--- config.mk ---
export PLATFORM = sky130hd
export DESIGN_NAME = i2c_register_motor_drive_flat
export DESIGN_NICKNAME = d
export VERILOG_FILES = /design/src/hw/rtl/rmd_pkg.sv /design/src/hw/rtl/rmd_in_if.sv /design/src/hw/rtl/rmd_out_if.sv /design/src/hw/rtl/rmd_regfile.sv /design/src/hw/rtl/rmd_duty.sv /design/src/hw/rtl/i2c_register_motor_drive.sv /design/src/flat_wrapper.sv
export SDC_FILE = /design/constraint.sdc
export NUM_CORES = 1
export LEC_CHECK = 0
export BUFFER_PORTS_ARGS = -buffer_cell sky130_fd_sc_hd__buf_2
export CORE_ASPECT_RATIO = 0.8
export CORE_UTILIZATION = 55
export CTS_CLUSTER_SIZE = 24
export DETAILED_ROUTE_END_ITERATION = 8
export PLACE_DENSITY = 0.84
export SLEW_MARGIN = 10
export SYNTH_ARGS = -nofsm -noshare
export SYNTH_HDL_FRONTEND = slang
export SYNTH_SLANG_ARGS = --single-unit
--- constraint.sdc ---
create_clock -name clk -period 9.66 [get_ports clk]
set_input_delay 1.932 -clock clk [delete_from_list [all_inputs] [get_ports clk]]
set_output_delay 1.932 -clock clk [all_outputs]
set_load 0.02 [all_outputs]
--- src/hw/rtl/rmd_pkg.sv ---
// ----------------------------------------------------------------------------
// rmd_pkg - shared types and helpers of the register motor drive
// Request payload types, the duty width and the duty clamp function.
// ----------------------------------------------------------------------------
`default_nettype none

package rmd_pkg;

  localparam int DUTY_BITS = 8;
  localparam logic signed [16:0] DUTY_MAX = 17'((1 << DUTY_BITS) - 1);

  localparam int NUM_WORDS = 3;

  // Target selectors carried by the opening byte of a transaction
  localparam logic [7:0] SEL_MOTOR1 = 8'd1;
  localparam logic [7:0] SEL_MOTOR2 = 8'd2;
  localparam logic [7:0] SEL_TAIL   = 8'd3;
  localparam logic [7:0] SEL_UART   = 8'd4;

  typedef struct packed {
    logic [7:0] rx_byte;
    logic       first_byte;
    logic       last_byte;
  } in_item_t;

  typedef struct packed {
    logic       uart_valid;
    logic [7:0] uart_data;
    logic       drive_update;
    logic [7:0] motor1_duty;
    logic [7:0] motor2_duty;
    logic [7:0] tail_forward_duty;
    logic [7:0] tail_reverse_duty;
  } out_item_t;

  typedef logic [15:0] word_t;
  typedef word_t [NUM_WORDS-1:0] word_bank_t;

  typedef struct packed {
    logic [7:0] motor1;
    logic [7:0] motor2;
    logic [7:0] tail_fwd;
    logic [7:0] tail_rev;
  } duties_t;

  // Result of one write step, passed from the register file to the top
  typedef struct packed {
    logic       uart_valid;
    logic [7:0] uart_data;
    logic       drive_update;
  } step_t;

  function automatic logic [7:0] clamp_duty(input logic signed [16:0] v);
    logic [7:0] r;
    if (v < 17'sd0) begin
      r = 8'd0;
    end else if (v > DUTY_MAX) begin
      r = DUTY_MAX[7:0];
    end else begin
      r = v[7:0];
    end
    return r;
  endfunction

endpackage

`default_nettype wire

--- src/hw/rtl/rmd_in_if.sv ---
// ----------------------------------------------------------------------------
// rmd_in_if - received byte channel
// Valid/ready channel that carries one received bus byte per request.
// ----------------------------------------------------------------------------
`default_nettype none

interface rmd_in_if;
  logic             valid;
  logic             ready;
  rmd_pkg::in_item_t data;

  modport source (output valid, output data, input ready);
  modport sink   (input valid, input data, output ready);
endinterface

`default_nettype wire

--- src/hw/rtl/rmd_out_if.sv ---
// ----------------------------------------------------------------------------
// rmd_out_if - result channel
// Valid/ready channel that carries the UART byte and drive duties.
// ----------------------------------------------------------------------------
`default_nettype none

interface rmd_out_if;
  logic              valid;
  logic              ready;
  rmd_pkg::out_item_t data;

  modport source (output valid, output data, input ready);
  modport sink   (input valid, input data, output ready);
endinterface

`default_nettype wire

--- src/hw/rtl/rmd_regfile.sv ---
// ----------------------------------------------------------------------------
// rmd_regfile - transaction decoder and motor word registers
// Tracks pointer, target and byte phase, writes the 16-bit motor words.
// ----------------------------------------------------------------------------
`default_nettype none

module rmd_regfile (
  input  wire logic                clk,
  input  wire logic                rst,
  input  wire logic                advance,
  input  wire rmd_pkg::in_item_t   item,
  output rmd_pkg::word_bank_t      words_next,
  output rmd_pkg::step_t           step
);

  localparam logic [1:0] MODE_IDLE    = 2'd0;
  localparam logic [1:0] MODE_MOTOR   = 2'd1;
  localparam logic [1:0] MODE_UART    = 2'd2;
  localparam logic [1:0] MODE_DISCARD = 2'd3;

  logic [2:0]          reg_pointer;
  logic [2:0]          reg_pointer_next;
  logic [1:0]          target_mode;
  logic [1:0]          target_mode_next;
  logic                high_phase;
  logic                high_phase_next;
  rmd_pkg::word_bank_t words;

  logic [1:0] idx;
  logic [1:0] slot;

  always_comb begin
    reg_pointer_next = reg_pointer;
    target_mode_next = target_mode;
    high_phase_next  = high_phase;
    words_next       = words;
    step             = '0;
    idx              = 2'd1;
    slot             = 2'd0;

    if (item.first_byte) begin
      high_phase_next = 1'b0;
      if (item.last_byte) begin
        reg_pointer_next = 3'd0;
        target_mode_next = MODE_IDLE;
      end else begin
        reg_pointer_next = item.rx_byte[2:0];
        if (item.rx_byte >= rmd_pkg::SEL_MOTOR1 && item.rx_byte <= rmd_pkg::SEL_TAIL) begin
          target_mode_next = MODE_MOTOR;
        end else if (item.rx_byte == rmd_pkg::SEL_UART) begin
          target_mode_next = MODE_UART;
        end else begin
          target_mode_next = MODE_DISCARD;
        end
      end
    end else begin
      unique case (target_mode)
        MODE_MOTOR: begin
          // clamp the pointer into the word range
          if (reg_pointer == 3'd0) begin
            idx = 2'd1;
          end else if (reg_pointer > 3'd3) begin
            idx = 2'd3;
          end else begin
            idx = reg_pointer[1:0];
          end
          slot = idx - 2'd1;
          if (!high_phase) begin
            words_next[slot] = {8'h00, item.rx_byte};
            high_phase_next  = 1'b1;
          end else begin
            words_next[slot][15:8] = item.rx_byte;
            high_phase_next        = 1'b0;
            if (idx < 2'd3) begin
              idx = idx + 2'd1;
            end
          end
          reg_pointer_next  = {1'b0, idx};
          step.drive_update = item.last_byte;
        end
        MODE_UART: begin
          step.uart_valid = 1'b1;
          step.uart_data  = item.rx_byte;
        end
        MODE_IDLE, MODE_DISCARD: begin
        end
        default: begin
        end
      endcase
      if (item.last_byte) begin
        target_mode_next = MODE_IDLE;
        high_phase_next  = 1'b0;
      end
    end
  end

  always_ff @(posedge clk) begin
    if (rst) begin
      reg_pointer <= 3'd0;
      target_mode <= MODE_IDLE;
      high_phase  <= 1'b0;
      words       <= '0;
    end else if (advance) begin
      reg_pointer <= reg_pointer_next;
      target_mode <= target_mode_next;
      high_phase  <= high_phase_next;
      words       <= words_next;
    end
  end

  // Motor mode always has a selector of one to three behind it
  assert property (@(posedge clk) disable iff (rst)
    target_mode == MODE_MOTOR |-> reg_pointer != 3'd0 && reg_pointer <= 3'd3)
    else $error("motor target with pointer out of range");

  // High phase exists only inside a motor transaction
  assert property (@(posedge clk) disable iff (rst)
    high_phase |-> target_mode == MODE_MOTOR)
    else $error("high phase outside motor transaction");

  assert property (@(posedge clk) disable iff (rst)
    step.uart_valid |-> !step.drive_update)
    else $error("uart byte and duty refresh from one request");

endmodule

`default_nettype wire

--- src/hw/rtl/rmd_duty.sv ---
// ----------------------------------------------------------------------------
// rmd_duty - duty computation
// Clamps the two main motor words and splits the tail word by sign.
// ----------------------------------------------------------------------------
`default_nettype none

module rmd_duty (
  input  wire rmd_pkg::word_bank_t words,
  output rmd_pkg::duties_t         duties
);

  logic signed [16:0] m1;
  logic signed [16:0] m2;
  logic signed [16:0] tail;
  logic signed [16:0] tail_neg;

  assign m1       = 17'(signed'(words[0]));
  assign m2       = 17'(signed'(words[1]));
  assign tail     = 17'(signed'(words[2]));
  assign tail_neg = -tail;

  always_comb begin
    duties.motor1   = rmd_pkg::clamp_duty(m1);
    duties.motor2   = rmd_pkg::clamp_duty(m2);
    duties.tail_fwd = 8'd0;
    duties.tail_rev = 8'd0;
    if (tail > 17'sd0) begin
      duties.tail_fwd = rmd_pkg::clamp_duty(tail);
    end else if (tail < 17'sd0) begin
      duties.tail_rev = rmd_pkg::clamp_duty(tail_neg);
    end
  end

endmodule

`default_nettype wire

--- src/hw/rtl/i2c_register_motor_drive.sv ---
// ----------------------------------------------------------------------------
// i2c_register_motor_drive - register-mapped motor drive, byte write port
// Decodes bus write transactions into motor words, UART bytes and duties.
// ----------------------------------------------------------------------------
// Usage:
//   item   : one received bus byte per request, flagged first/last of its
//            write transaction. The first byte of a multi-byte transaction
//            selects a target: 1..3 motor words, 4 UART, others discarded.
//   result : exactly one request per accepted byte, carrying the UART byte
//            (if any), the refresh flag and the current four drive duties.
// Timing:
//   A byte is held in the input register; the state update and
//   duty clamp run between it and the result register, which raises
//   result valid when the held byte advances into it. One byte per cycle
//   is sustained while result.ready stays high.
// Reset:
//   rst clears pointer, target, phase, motor words and duties to zero and
//   empties both stages.
// Backpressure:
//   While result.ready is low the result holds; one more byte can wait in
//   the input register, after which item.ready drops.
// ----------------------------------------------------------------------------
`default_nettype none

module i2c_register_motor_drive (
  input  wire logic clk,
  input  wire logic rst,
  rmd_in_if.sink    item,
  rmd_out_if.source result
);

  logic              s1_valid;
  rmd_pkg::in_item_t s1_item;
  logic              advance;

  rmd_pkg::word_bank_t words_next;
  rmd_pkg::step_t      step;
  rmd_pkg::duties_t    duties_new;

  assign advance    = s1_valid && (!result.valid || result.ready);
  assign item.ready = !s1_valid || advance;

  always_ff @(posedge clk) begin
    if (rst) begin
      s1_valid <= 1'b0;
    end else if (item.ready) begin
      s1_valid <= item.valid;
    end
  end

  always_ff @(posedge clk) begin
    if (item.valid && item.ready) begin
      s1_item <= item.data;
    end
  end

  rmd_regfile u_regfile (
    .clk        (clk),
    .rst        (rst),
    .advance    (advance),
    .item       (s1_item),
    .words_next (words_next),
    .step       (step)
  );

  rmd_duty u_duty (
    .words  (words_next),
    .duties (duties_new)
  );

  // Duty fields of the result register double as the drive duty state
  always_ff @(posedge clk) begin
    if (rst) begin
      result.valid <= 1'b0;
      result.data  <= '0;
    end else if (advance) begin
      result.valid             <= 1'b1;
      result.data.uart_valid   <= step.uart_valid;
      result.data.uart_data    <= step.uart_data;
      result.data.drive_update <= step.drive_update;
      if (step.drive_update) begin
        result.data.motor1_duty       <= duties_new.motor1;
        result.data.motor2_duty       <= duties_new.motor2;
        result.data.tail_forward_duty <= duties_new.tail_fwd;
        result.data.tail_reverse_duty <= duties_new.tail_rev;
      end
    end else if (result.ready) begin
      result.valid <= 1'b0;
    end
  end

  assert property (@(posedge clk) disable iff (rst)
    !(result.data.tail_forward_duty != 8'd0 && result.data.tail_reverse_duty != 8'd0))
    else $error("tail driven both ways");

  assert property (@(posedge clk) disable iff (rst)
    result.valid && !result.data.uart_valid |-> result.data.uart_data == 8'd0)
    else $error("uart data without uart valid");

  assert property (@(posedge clk) disable iff (rst)
    $rose(result.valid) |-> $past(s1_valid))
    else $error("result without a held byte");

  assert property (@(posedge clk) disable iff (rst)
    !result.data.drive_update |=> $stable(result.data.motor1_duty) || $past(advance))
    else $error("duty changed without refresh");

endmodule

`default_nettype wire
--- src/flat_wrapper.sv ---
// flat-port wrapper written by rule: the top's interface ports become plain ports
module i2c_register_motor_drive_flat 
  (clk, rst, item_valid, item_data, item_ready, result_valid, result_data, result_ready);
  rmd_in_if item_i ();
  rmd_out_if result_i ();
  input  wire logic clk;
  input  wire logic rst;
  input wire logic [$bits(item_i.valid)-1:0] item_valid;
  input wire logic [$bits(item_i.data)-1:0] item_data;
  output wire logic [$bits(item_i.ready)-1:0] item_ready;
  output wire logic [$bits(result_i.valid)-1:0] result_valid;
  output wire logic [$bits(result_i.data)-1:0] result_data;
  input wire logic [$bits(result_i.ready)-1:0] result_ready;
  assign item_i.valid = item_valid;
  assign item_i.data = item_data;
  assign item_ready = item_i.ready;
  assign result_valid = result_i.valid;
  assign result_data = result_i.data;
  assign result_i.ready = result_ready;
  i2c_register_motor_drive u_core (.clk(clk), .rst(rst), .item(item_i), .result(result_i));
endmodule
==> results of run 1 <==
-- kinds of logic after synthesis --
family	Yosys count	share of synthesized area, %
buf+inv	49	3.95
xor+xnor	8	1.34
flops	108	43.3
simple gates	216	20.5
compound gates	187	24.8
mux	28	5.46
fa+ha+maj	3	0.718
-- routing by layer --
layer / GRT usage (%) / share of wire, %
met1: 34.9 / 45
met2: 46.8 / 47
met3: 4.81 / 6.2
met4: 9.46 / 1.5
met5: 0 / 0
-- synth_stat cells (3+ instances only) --
| library cell | n |
|---|---|
| sky130_fd_sc_hd__dfxtp_1 | 98 |
| sky130_fd_sc_hd__ha_1 | 3 |
| sky130_fd_sc_hd__buf_2 | 9 |
| sky130_fd_sc_hd__xor2_1 | 4 |
| sky130_fd_sc_hd__edfxtp_1 | 10 |
| sky130_fd_sc_hd__and2_1 | 5 |
| sky130_fd_sc_hd__or3_1 | 3 |
| sky130_fd_sc_hd__a211oi_1 | 46 |
| sky130_fd_sc_hd__nand4b_1 | 3 |
| sky130_fd_sc_hd__a22oi_1 | 8 |
| sky130_fd_sc_hd__a21oi_1 | 63 |
| sky130_fd_sc_hd__xnor2_1 | 4 |
| sky130_fd_sc_hd__mux2_2 | 4 |
| sky130_fd_sc_hd__a31oi_1 | 5 |
| sky130_fd_sc_hd__nor2b_1 | 3 |
| sky130_fd_sc_hd__nor2_1 | 117 |
| sky130_fd_sc_hd__nor3_1 | 16 |
| sky130_fd_sc_hd__a211oi_2 | 3 |
| sky130_fd_sc_hd__o211ai_1 | 6 |
| sky130_fd_sc_hd__clkbuf_1 | 31 |
| sky130_fd_sc_hd__buf_1 | 4 |
| sky130_fd_sc_hd__nand2_1 | 26 |
| sky130_fd_sc_hd__nor4_1 | 4 |
| sky130_fd_sc_hd__nand3_1 | 6 |
| sky130_fd_sc_hd__nand2b_1 | 3 |
| sky130_fd_sc_hd__a21o_1 | 9 |
| sky130_fd_sc_hd__and3_1 | 6 |
| sky130_fd_sc_hd__a32oi_1 | 3 |
| sky130_fd_sc_hd__a41oi_1 | 7 |
| sky130_fd_sc_hd__a21boi_0 | 3 |
| sky130_fd_sc_hd__inv_1 | 3 |
| sky130_fd_sc_hd__mux2i_1 | 24 |
| sky130_fd_sc_hd__o21ai_0 | 10 |
-- critical path, stage by stage --
cell and delay [ps]:
sky130_fd_sc_hd__buf_2 100, sky130_fd_sc_hd__nor2b_1 180, sky130_fd_sc_hd__nand2_1 100, sky130_fd_sc_hd__buf_2 170
-- power groups by stage --
stage                     Combinational [mW]  Clock, mW  Sequential [mW]
after floorplan                       0.0788          0            0.482
after global placement                0.0908          0            0.491
after detailed placement              0.0939          0            0.491
after CTS                             0.0946      0.345            0.481
after global routing                   0.106      0.364            0.483
final                                 0.0958      0.341            0.482
-- state kept, by name (all words and copies together) (netlist names) --
register and count:
u_core.result.data 42, u_core.u_regfile.reg_pointer 3, u_core.result.valid 1, u_core.u_regfile.words 48, u_core.u_regfile.target_mode 2, u_core.u_regfile.high_phase 1
u_core.s1_valid 1, u_core.s1_item 10
-- area by class of cell --
type / instances / area, um^2
fill: 776 / 3400
clock inverter: 3 / 21.3
inverter: 3 / 11.3
multi-input combinational: 442 / 2760
clock buffer: 13 / 250
tap: 115 / 144
sequential: 108 / 2260
timing repair buffer: 59 / 300
-- final timing paths --
path	start	endpoint	slack, ps	depth (start not counted)
worst min-delay path	u_core.result.data[32]$_SDFFE_PP0P_	u_core.result.data[32]$_SDFFE_PP0P_	460	2
worst min register to register	u_core.result.data[32]$_SDFFE_PP0P_	u_core.result.data[32]$_SDFFE_PP0P_	460	2
worst max-delay path	result_ready	item_ready	5240	4
worst max register to register	u_core.u_regfile.high_phase$_SDFFE_PP0P_	u_core.result.data[4]$_SDFFE_PP0P_	5490	10
-- per-stage QoR --
step,hold slack [ps],setup slack [ps],cells
after floorplan,455,5470,599
after CTS,460,5240,743
final,457,5240,743
after detailed placement,451,5230,727
after global routing,492,5180,743
after global placement,441,5290,727
==> flow_metrics.tcl, run 1 <==
set metrics [dict create \
    ws_path_type "in -> out" \
    clk_slew_on_worst_s_h_paths_ps 60 \
    critical_path_arrival_ps 2490 \
    finish.instance_area_mm2 0.00575 \
    critical_path.max_fanout 3 \
    netlist_instances 599 \
    place_hpwl_um 8540 \
    netSwitchingFraction_pct 25.7 \
    mappedNetlistArea_mm2 0.00523 \
    dieArea_mm2 0.00990 \
    number_of_diodes 0 \
    cp-start-kind "primary input" \
    via_count 4579 \
    seq_power_share_pct 52.5 \
    pin_count_of_the_biggest_net_entering_global_routing 99 \
    measured_slew_at_the_worst_slew_check_pin_ps 1090 \
    end_kind "primary output" \
    netlist.area_leader.share_pct 37.5 \
    report.final.slew_viol_count 0 \
    max_slew_margin_pct 27.5 \
    design.portCount 58 \
    synth.net_count 616 \
    unique_masters_post_synth 75 \
    postCtsResizedCells 0 \
    wire_length_of_the_first_global_routing_pass_um 21300 \
    port_buffer_count 57 \
    yosys_register_bits 108 \
    fp.dieW_um 111 \
    post-route-min-period_ps 4420 \
    fp-row-count 31 \
    sequential_cell_area_fraction_in_the_yosys_report_pct 43.3 \
    layout.cells.most_common "sky130_fd_sc_hd__nor2_1" \
    most-common-layout-cells "sky130_fd_sc_hd__nor2_1, sky130_fd_sc_hd__dfxtp_1, sky130_fd_sc_hd__a21oi_1" \
    asyncSetResetFlopFracSynth_pct 0 \
    flip_flop_cell_with_the_highest_count_after_synthesis "sky130_fd_sc_hd__dfxtp_1" \
    cts_tree "yes" \
    hold_buffers 0 \
    synth.avg_cell_area_um2 8.73 \
    yosys_warnings 0 \
    netSwitchingPower_uw 236 \
    outcome "finished with violations" \
    cts_setup_buffers 0 \
    coreArea_mm2 0.00915 \
    global_route.usage.total_pct 27.1 \
    p_int_uw 683 \
    die_h_um 89.2 \
    clock-root-buffer "sky130_fd_sc_hd__clkbuf_16" \
    initial_core_utilization_pct 57.1 \
    synth.largest_area_cell "sky130_fd_sc_hd__dfxtp_1" \
    finalSetupViolCount 0 \
    grt_setup_unrepaired "no" \
    clk_latency_ps 350 \
    num_cts_buffers 9 \
    fin_crit_sh_pct 45.8 \
    final_nets 640 \
    grt_remaining_overflow 0 \
    clock-sinks 108 \
    failed_checks "DRC" \
    fraction_of_power_consumed_by_combinational_cells_pct 10.4 \
    number_of_max_capacitance_violations_reported 0 \
    mean_routed_wirelength_per_cell_um 17.2 \
    vias_in_the_first_global_route 4354 \
    post-route-drc-count 8 \
    dpl-instance-area_mm2 0.00548 \
    critical_path_required_ps 7730 \
    place.gp.congestion 0.879 \
    total_leakage_power_nw 2.06 \
    timing.clock.skew_ps 9.42 \
    max_clock_freq_mhz 226 \
    synth.top_cells.by_area "sky130_fd_sc_hd__dfxtp_1, sky130_fd_sc_hd__nor2_1, sky130_fd_sc_hd__a211oi_1, sky130_fd_sc_hd__a21oi_1, sky130_fd_sc_hd__edfxtp_1" \
    cts-root-to-sink-buffers 2 \
    post_synth_edffs 10 \
    powerDensity_mw_per_mm2 160 \
    ctsHtreeMaxLevel 3 \
    post_route_cells_drive_above_1_share_pct 15.6 \
    postLayoutCoreUtil_pct 62.8 \
    dr.first_iter.drc_count 369 \
    pwr-share-clk_pct 37.1 \
    design_power_total_uw 919 \
    report.final.hold_viol_count 0 \
    area_growth_pct 9.98 \
    dr.pass1.iters 6 \
    worstHoldPathType "reg -> reg" \
    drt.antenna.violating_nets 0 \
    setup-tns-final_ps 0 \
    peakVddDrop_uv 120 \
    initial_antenna_violation_count 0 \
    wirelength_um 12700 \
    vias_per_cell 6.16 \
]
No activity file was read; power rests on OpenSTA's default activity.
==> run 2, diff against run 1 <==
==> constraint.sdc (replaced) <==
create_clock -name clk -period 4.43 [get_ports clk]
set_input_delay 0.886 -clock clk [delete_from_list [all_inputs] [get_ports clk]]
set_output_delay 0.886 -clock clk [all_outputs]
set_load 0.02 [all_outputs]
==> flow_metrics.tcl, run 2 (synthesis gave the netlist of run 1 again) <==
set metrics [dict create \
    max_slew_margin_pct 34.9 \
    end_kind "flop" \
    hold_path_startpoint "u_core.result.data[32]$_SDFFE_PP0P_" \
    initial_antenna_violation_count 0 \
    max_clock_freq_mhz 246 \
    wirelength_um 13300 \
    mean_routed_wirelength_per_cell_um 17.6 \
    number_of_diodes 0 \
    design.portCount 58 \
    timing.hold.worst_path_depth 2 \
    cp-start-kind "flop" \
    seq_power_share_pct 47.4 \
    cts_tree "yes" \
    place_hpwl_um 8830 \
    critical_path_required_ps 4700 \
    initial_core_utilization_pct 57.1 \
    hold_buffers 0 \
    wire_length_of_the_first_global_routing_pass_um 22000 \
    finish.instance_area_mm2 0.00591 \
    number_of_max_capacitance_violations_reported 0 \
    post-route-drc-count 8 \
    grt_remaining_overflow 0 \
    p_int_mw 1.65 \
    ctsHtreeMaxLevel 3 \
    worst-r2r-setup-slack_ps 370 \
    hold_path_end "u_core.result.data[32]$_SDFFE_PP0P_" \
    vias_in_the_first_global_route 4443 \
    top_register "u_core.u_regfile.words" \
    most-common-layout-cells "sky130_fd_sc_hd__nor2_1, sky130_fd_sc_hd__dfxtp_1, sky130_fd_sc_hd__a21oi_1" \
    total_leakage_power_nw 2.15 \
    fin_crit_sh_pct 91.7 \
    post-route-min-period_ps 4060 \
    clock-sinks 108 \
    worst_r2r_startpoint "u_core.s1_item[1]$_DFFE_PP_" \
    critical_path.max_fanout 15 \
    report.final.slew_viol_count 0 \
    coreArea_mm2 0.00915 \
    ws_path_type "reg -> reg" \
    reg2reg_depth 10 \
    layoutNonFillerInstCount 753 \
    postCtsResizedCells 0 \
    via_count 4796 \
    die_h_um 89.2 \
    post_route_cells_drive_above_1_share_pct 17.4 \
    postLayoutCoreUtil_pct 64.5 \
    clk_slew_on_worst_s_h_paths_ps 70 \
    layout.cells.most_common "sky130_fd_sc_hd__nor2_1" \
    dr.first_iter.drc_count 424 \
    worstHoldPathType "reg -> reg" \
    clk_latency_ps 360 \
    pin_count_of_the_biggest_net_entering_global_routing 67 \
    report.final.hold_viol_count 0 \
    pwr-share-clk_pct 42.0 \
    peakVddDrop_uv 233 \
    global_route.usage.total_pct 28.3 \
    grt_setup_unrepaired "no" \
    netSwitchingFraction_pct 24.7 \
    final_nets 650 \
    outcome "finished with violations" \
    dieArea_mm2 0.00990 \
    port_buffer_count 57 \
    netSwitchingPower_uw 541 \
    failed_checks "DRC" \
    largest_registers "u_core.u_regfile.words: 48 flops, u_core.result.data: 42 flops, u_core.s1_item: 10 flops" \
    dpl-instance-area_mm2 0.00555 \
    measured_slew_at_the_worst_slew_check_pin_ps 973 \
    cts-root-to-sink-buffers 2 \
    powerDensity_mw_per_mm2 371 \
    numPlacedInstances 737 \
    dr.pass1.iters 7 \
    largest_register_ffs 48 \
    fp.dieW_um 111 \
    timing.clock.skew_ps 6.10 \
    vias_per_cell 6.37 \
    area_growth_pct 12.9 \
    cts_setup_buffers 0 \
    fraction_of_power_consumed_by_combinational_cells_pct 10.6 \
    drt.antenna.violating_nets 0 \
    timing.rr.end "u_core.result.data[5]$_SDFFE_PP0P_" \
    clock-root-buffer "sky130_fd_sc_hd__clkbuf_16" \
    num_cts_buffers 9 \
    critical_path_arrival_ps 4330 \
    finalSetupViolCount 0 \
    fp-row-count 31 \
    place.gp.congestion 0.917 \
    setup-tns-final_ps 0 \
]
==> run 2: cell count changes in the layout (fill, tap and decap cells not counted) <==
cell / previous run / this run
sky130_fd_sc_hd__clkinv_2: 1 / 0
sky130_fd_sc_hd__buf_4: 2 / 12
sky130_fd_sc_hd__bufinv_16: 0 / 2
sky130_fd_sc_hd__clkbuf_1: 3 / 0
sky130_fd_sc_hd__clkbuf_16: 9 / 10
sky130_fd_sc_hd__inv_8: 0 / 1
==> run 2: power by group through the flow <==
stage | registers, mW | clock network (mW) | logic [mW]
CTS | 1.04 | 0.928 | 0.228
global route | 1.04 | 0.962 | 0.254
floorplan | 1.05 | 0 | 0.172
global placement | 1.06 | 0 | 0.219
finish | 1.04 | 0.920 | 0.231
detailed placement | 1.06 | 0 | 0.225
==> run 2: stage by stage <==
stage               setup slack, ps  total power, mW  hold slack (ps)
detailed placement              455             1.28              445
finish                          368             2.19              452
global route                    123             2.26              495
global placement                668             1.28              441
floorplan                      1080             1.22              455
CTS                             410             2.19              455
==> run 2: worst max path at each step <==
stage                                     start                            endpoint  slack [ps]  cells after the start
global route        u_core.s1_item[1]$_DFFE_PP_  u_core.result.data[5]$_SDFFE_PP0P_         120                     10
floorplan           u_core.s1_item[1]$_DFFE_PP_  u_core.result.data[6]$_SDFFE_PP0P_        1080                     12
finish              u_core.s1_item[1]$_DFFE_PP_  u_core.result.data[5]$_SDFFE_PP0P_         370                     10
detailed placement  u_core.s1_item[1]$_DFFE_PP_  u_core.result.data[6]$_SDFFE_PP0P_         450                     10
global placement    u_core.s1_item[1]$_DFFE_PP_  u_core.result.data[6]$_SDFFE_PP0P_         670                     10
CTS                 u_core.s1_item[1]$_DFFE_PP_  u_core.result.data[6]$_SDFFE_PP0P_         410                     10
==> run 2: area by class of cell <==
cell class                      instances  area, um^2
Clock inverter                          5        87.6
Multi-Input combinational cell        442        2760
Clock buffer                           11         264
Tap cell                              115         144
Sequential cell                       108        2260
Inverter                                3        11.3
Fill cell                             757        3250
Timing Repair Buffer                   69         375
==> run 2: worst max-delay path, stage by stage, from the launching register on <==
cell and delay, ps:
sky130_fd_sc_hd__edfxtp_1 600, sky130_fd_sc_hd__or4b_1 720, sky130_fd_sc_hd__nor2_8 250, sky130_fd_sc_hd__mux2i_1 420, sky130_fd_sc_hd__ha_1 360, sky130_fd_sc_hd__o21a_2 230, sky130_fd_sc_hd__nand2_1 80, sky130_fd_sc_hd__ha_1 210
sky130_fd_sc_hd__or4b_1 710, sky130_fd_sc_hd__a21o_1 220, sky130_fd_sc_hd__a41oi_1 170
==> run 2: metal layers <==
| metal | routed length, um | vias up | global-route usage [%] |
|---|---|---|---|
| li1 | - | 2275 | - |
| met1 | 5840 | 2291 | 36.1 |
| met2 | 6230 | 199 | 47.7 |
| met3 | 916 | 31 | 5.90 |
| met4 | 281 | 0 | 11.8 |
| met5 | 0 | - | 0 |
==> run 3, diff against run 2 <==
--- a/config.mk
+++ b/config.mk
@@ -7,10 +7,10 @@
 export LEC_CHECK = 0
 export BUFFER_PORTS_ARGS = -buffer_cell sky130_fd_sc_hd__buf_2
 export CORE_ASPECT_RATIO = 0.8
-export CORE_UTILIZATION = 55
+export CORE_UTILIZATION = 50
 export CTS_CLUSTER_SIZE = 24
 export DETAILED_ROUTE_END_ITERATION = 8
-export PLACE_DENSITY = 0.84
+export PLACE_DENSITY = 0.78
 export SLEW_MARGIN = 10
 export SYNTH_ARGS = -nofsm -noshare
 export SYNTH_HDL_FRONTEND = slang
==> flow_metrics.tcl, run 3 (synthesis gave the netlist of run 1 again) <==
set metrics [dict create \
    outcome "completed" \
    post-route-min-period_ps 3960 \
    dieArea_mm2 0.0109 \
    netSwitchingPower_uw 523 \
    area_growth_pct 12.0 \
    pwr-share-clk_pct 38.6 \
    number_of_diodes 0 \
    place.gp.congestion 0.895 \
    vias_per_cell 6.13 \
    initial_core_utilization_pct 52.9 \
    worstHoldPathType "reg -> reg" \
    wire_length_of_the_first_global_routing_pass_um 21000 \
    vias_in_the_first_global_route 4301 \
    port_buffer_count 57 \
    timing.rr.end "u_core.result.data[3]$_SDFFE_PP0P_" \
    post-route-drc-count 0 \
    cts_tree "yes" \
    mean_routed_wirelength_per_cell_um 16.9 \
    report.final.slew_viol_count 0 \
    fp-row-count 32 \
    critical_path_arrival_ps 4230 \
    num_cts_buffers 9 \
    grt_remaining_overflow 0 \
    layout_setup_ws_ps 474 \
    powerDensity_mw_per_mm2 352 \
    initial_antenna_violation_count 0 \
    largest_register_ffs 48 \
    ctsHtreeMaxLevel 3 \
    critical_path.max_fanout 15 \
    most-common-layout-cells "sky130_fd_sc_hd__nor2_1, sky130_fd_sc_hd__dfxtp_1, sky130_fd_sc_hd__a21oi_1" \
    critical_path_required_ps 4700 \
    fin_crit_sh_pct 89.3 \
    via_count 4723 \
    max_clock_freq_mhz 253 \
    top_usage_layer "met2" \
    ws_path_type "reg -> reg" \
    max_slew_margin_pct 37.6 \
    die_h_um 93.5 \
    coreArea_mm2 0.00989 \
    cp-start-kind "flop" \
    hold_path_end "u_core.result.data[32]$_SDFFE_PP0P_" \
    wirelength_um 13000 \
    timing.clock.skew_ps 7.61 \
    end_kind "flop" \
    fraction_of_power_consumed_by_combinational_cells_pct 10.9 \
    drt.antenna.violating_nets 0 \
    peakVddDrop_uv 236 \
    worst-r2r-setup-slack_ps 470 \
    dr.first_iter.drc_count 429 \
    finish.instance_area_mm2 0.00586 \
    top_register "u_core.u_regfile.words" \
    hold_path_startpoint "u_core.result.data[32]$_SDFFE_PP0P_" \
    cts_setup_buffers 0 \
    postCtsResizedCells 0 \
    grt_setup_unrepaired "no" \
    number_of_max_capacitance_violations_reported 0 \
    place_hpwl_um 8730 \
    detailedPlace.worstSlack_ps 536 \
    layoutNonFillerInstCount 771 \
    clk_latency_ps 350 \
    measured_slew_at_the_worst_slew_check_pin_ps 934 \
    groute.layer.met3.usage_pct 6.03 \
    report.final.hold_viol_count 0 \
    dr.pass1.iters 5 \
    globalRouteMet2Util_pct 39.4 \
    p_int_mw 1.54 \
    dpl-instance-area_mm2 0.00556 \
    post_route_cells_drive_above_1_share_pct 17.0 \
    finalSetupViolCount 0 \
    design.portCount 58 \
    met1_usage_pct 32.0 \
    final_nets 647 \
    netSwitchingFraction_pct 25.4 \
    global_route.usage.total_pct 24.8 \
    hold_buffers 0 \
    timing.hold.worst_path_depth 2 \
    reg2reg_depth 10 \
    fp.dieW_um 116 \
    seq_power_share_pct 50.5 \
    setup-tns-final_ps 0 \
    layout.cells.most_common "sky130_fd_sc_hd__nor2_1" \
    total_leakage_power_nw 2.12 \
    design_power_total_mw 2.06 \
    clock-root-buffer "sky130_fd_sc_hd__clkbuf_16" \
    cts-root-to-sink-buffers 2 \
    clk_slew_on_worst_s_h_paths_ps 70 \
    pin_count_of_the_biggest_net_entering_global_routing 52 \
    largest_registers "u_core.u_regfile.words: 48 flops, u_core.result.data: 42 flops, u_core.s1_item: 10 flops" \
    clock-sinks 108 \
    worst_r2r_startpoint "u_core.s1_item[1]$_DFFE_PP_" \
    numPlacedInstances 755 \
]
run 3: critical path, cell delays in order, from the launching register on:
cell and delay [ps]:
sky130_fd_sc_hd__edfxtp_1 590, sky130_fd_sc_hd__or4b_1 730, sky130_fd_sc_hd__nor2_8 250, sky130_fd_sc_hd__mux2i_1 370
sky130_fd_sc_hd__ha_1 340, sky130_fd_sc_hd__o21a_2 240, sky130_fd_sc_hd__nand2_1 70, sky130_fd_sc_hd__ha_1 210
sky130_fd_sc_hd__or4b_1 690, sky130_fd_sc_hd__a21o_1 210, sky130_fd_sc_hd__a41oi_1 160
run 3: power by group through the flow:
stage	clock, mW	combinational, mW	sequential, mW
2_1_floorplan	0	0.172	1.05
3_3_place_gp	0	0.213	1.06
3_5_place_dp	0	0.220	1.06
4_1_cts	0.802	0.222	1.04
5_1_grt	0.845	0.246	1.04
6_report	0.795	0.224	1.04
run 3: area by class of cell:
| class | instances | area, um^2 |
|---|---|---|
| multi-input combinational | 442 | 2760 |
| inverter | 3 | 11.3 |
| fill | 876 | 4030 |
| timing repair buffer | 66 | 353 |
| clock buffer | 13 | 280 |
| tap | 136 | 170 |
| sequential | 108 | 2260 |
| clock inverter | 3 | 18.8 |
run 3: layer usage:
layer	wire length (um)	up-vias
li1	-	2252
met1	5760	2263
met2	6120	177
met3	828	31
met4	318	0
met5	0	-
run 3: per-stage QoR:
| step | hold WS [ps] | utilization [%] |
|---|---|---|
| floorplan | 455 | - |
| global placement | 440 | 56.2 |
| detailed placement | 445 | 56.2 |
| CTS | 455 | 59.2 |
| global route | 476 | 59.2 |
| finish | 451 | 59.2 |
run 3: worst max-delay path by stage:
stage	startpoint	endpoint
finish	u_core.s1_item[1]$_DFFE_PP_	u_core.result.data[3]$_SDFFE_PP0P_
global route	u_core.s1_item[1]$_DFFE_PP_	u_core.result.data[1]$_SDFFE_PP0P_
CTS	u_core.s1_item[1]$_DFFE_PP_	u_core.result.data[3]$_SDFFE_PP0P_
detailed placement	u_core.s1_item[1]$_DFFE_PP_	u_core.result.data[3]$_SDFFE_PP0P_
global placement	u_core.s1_item[1]$_DFFE_PP_	u_core.result.data[6]$_SDFFE_PP0P_
floorplan	u_core.s1_item[1]$_DFFE_PP_	u_core.result.data[6]$_SDFFE_PP0P_
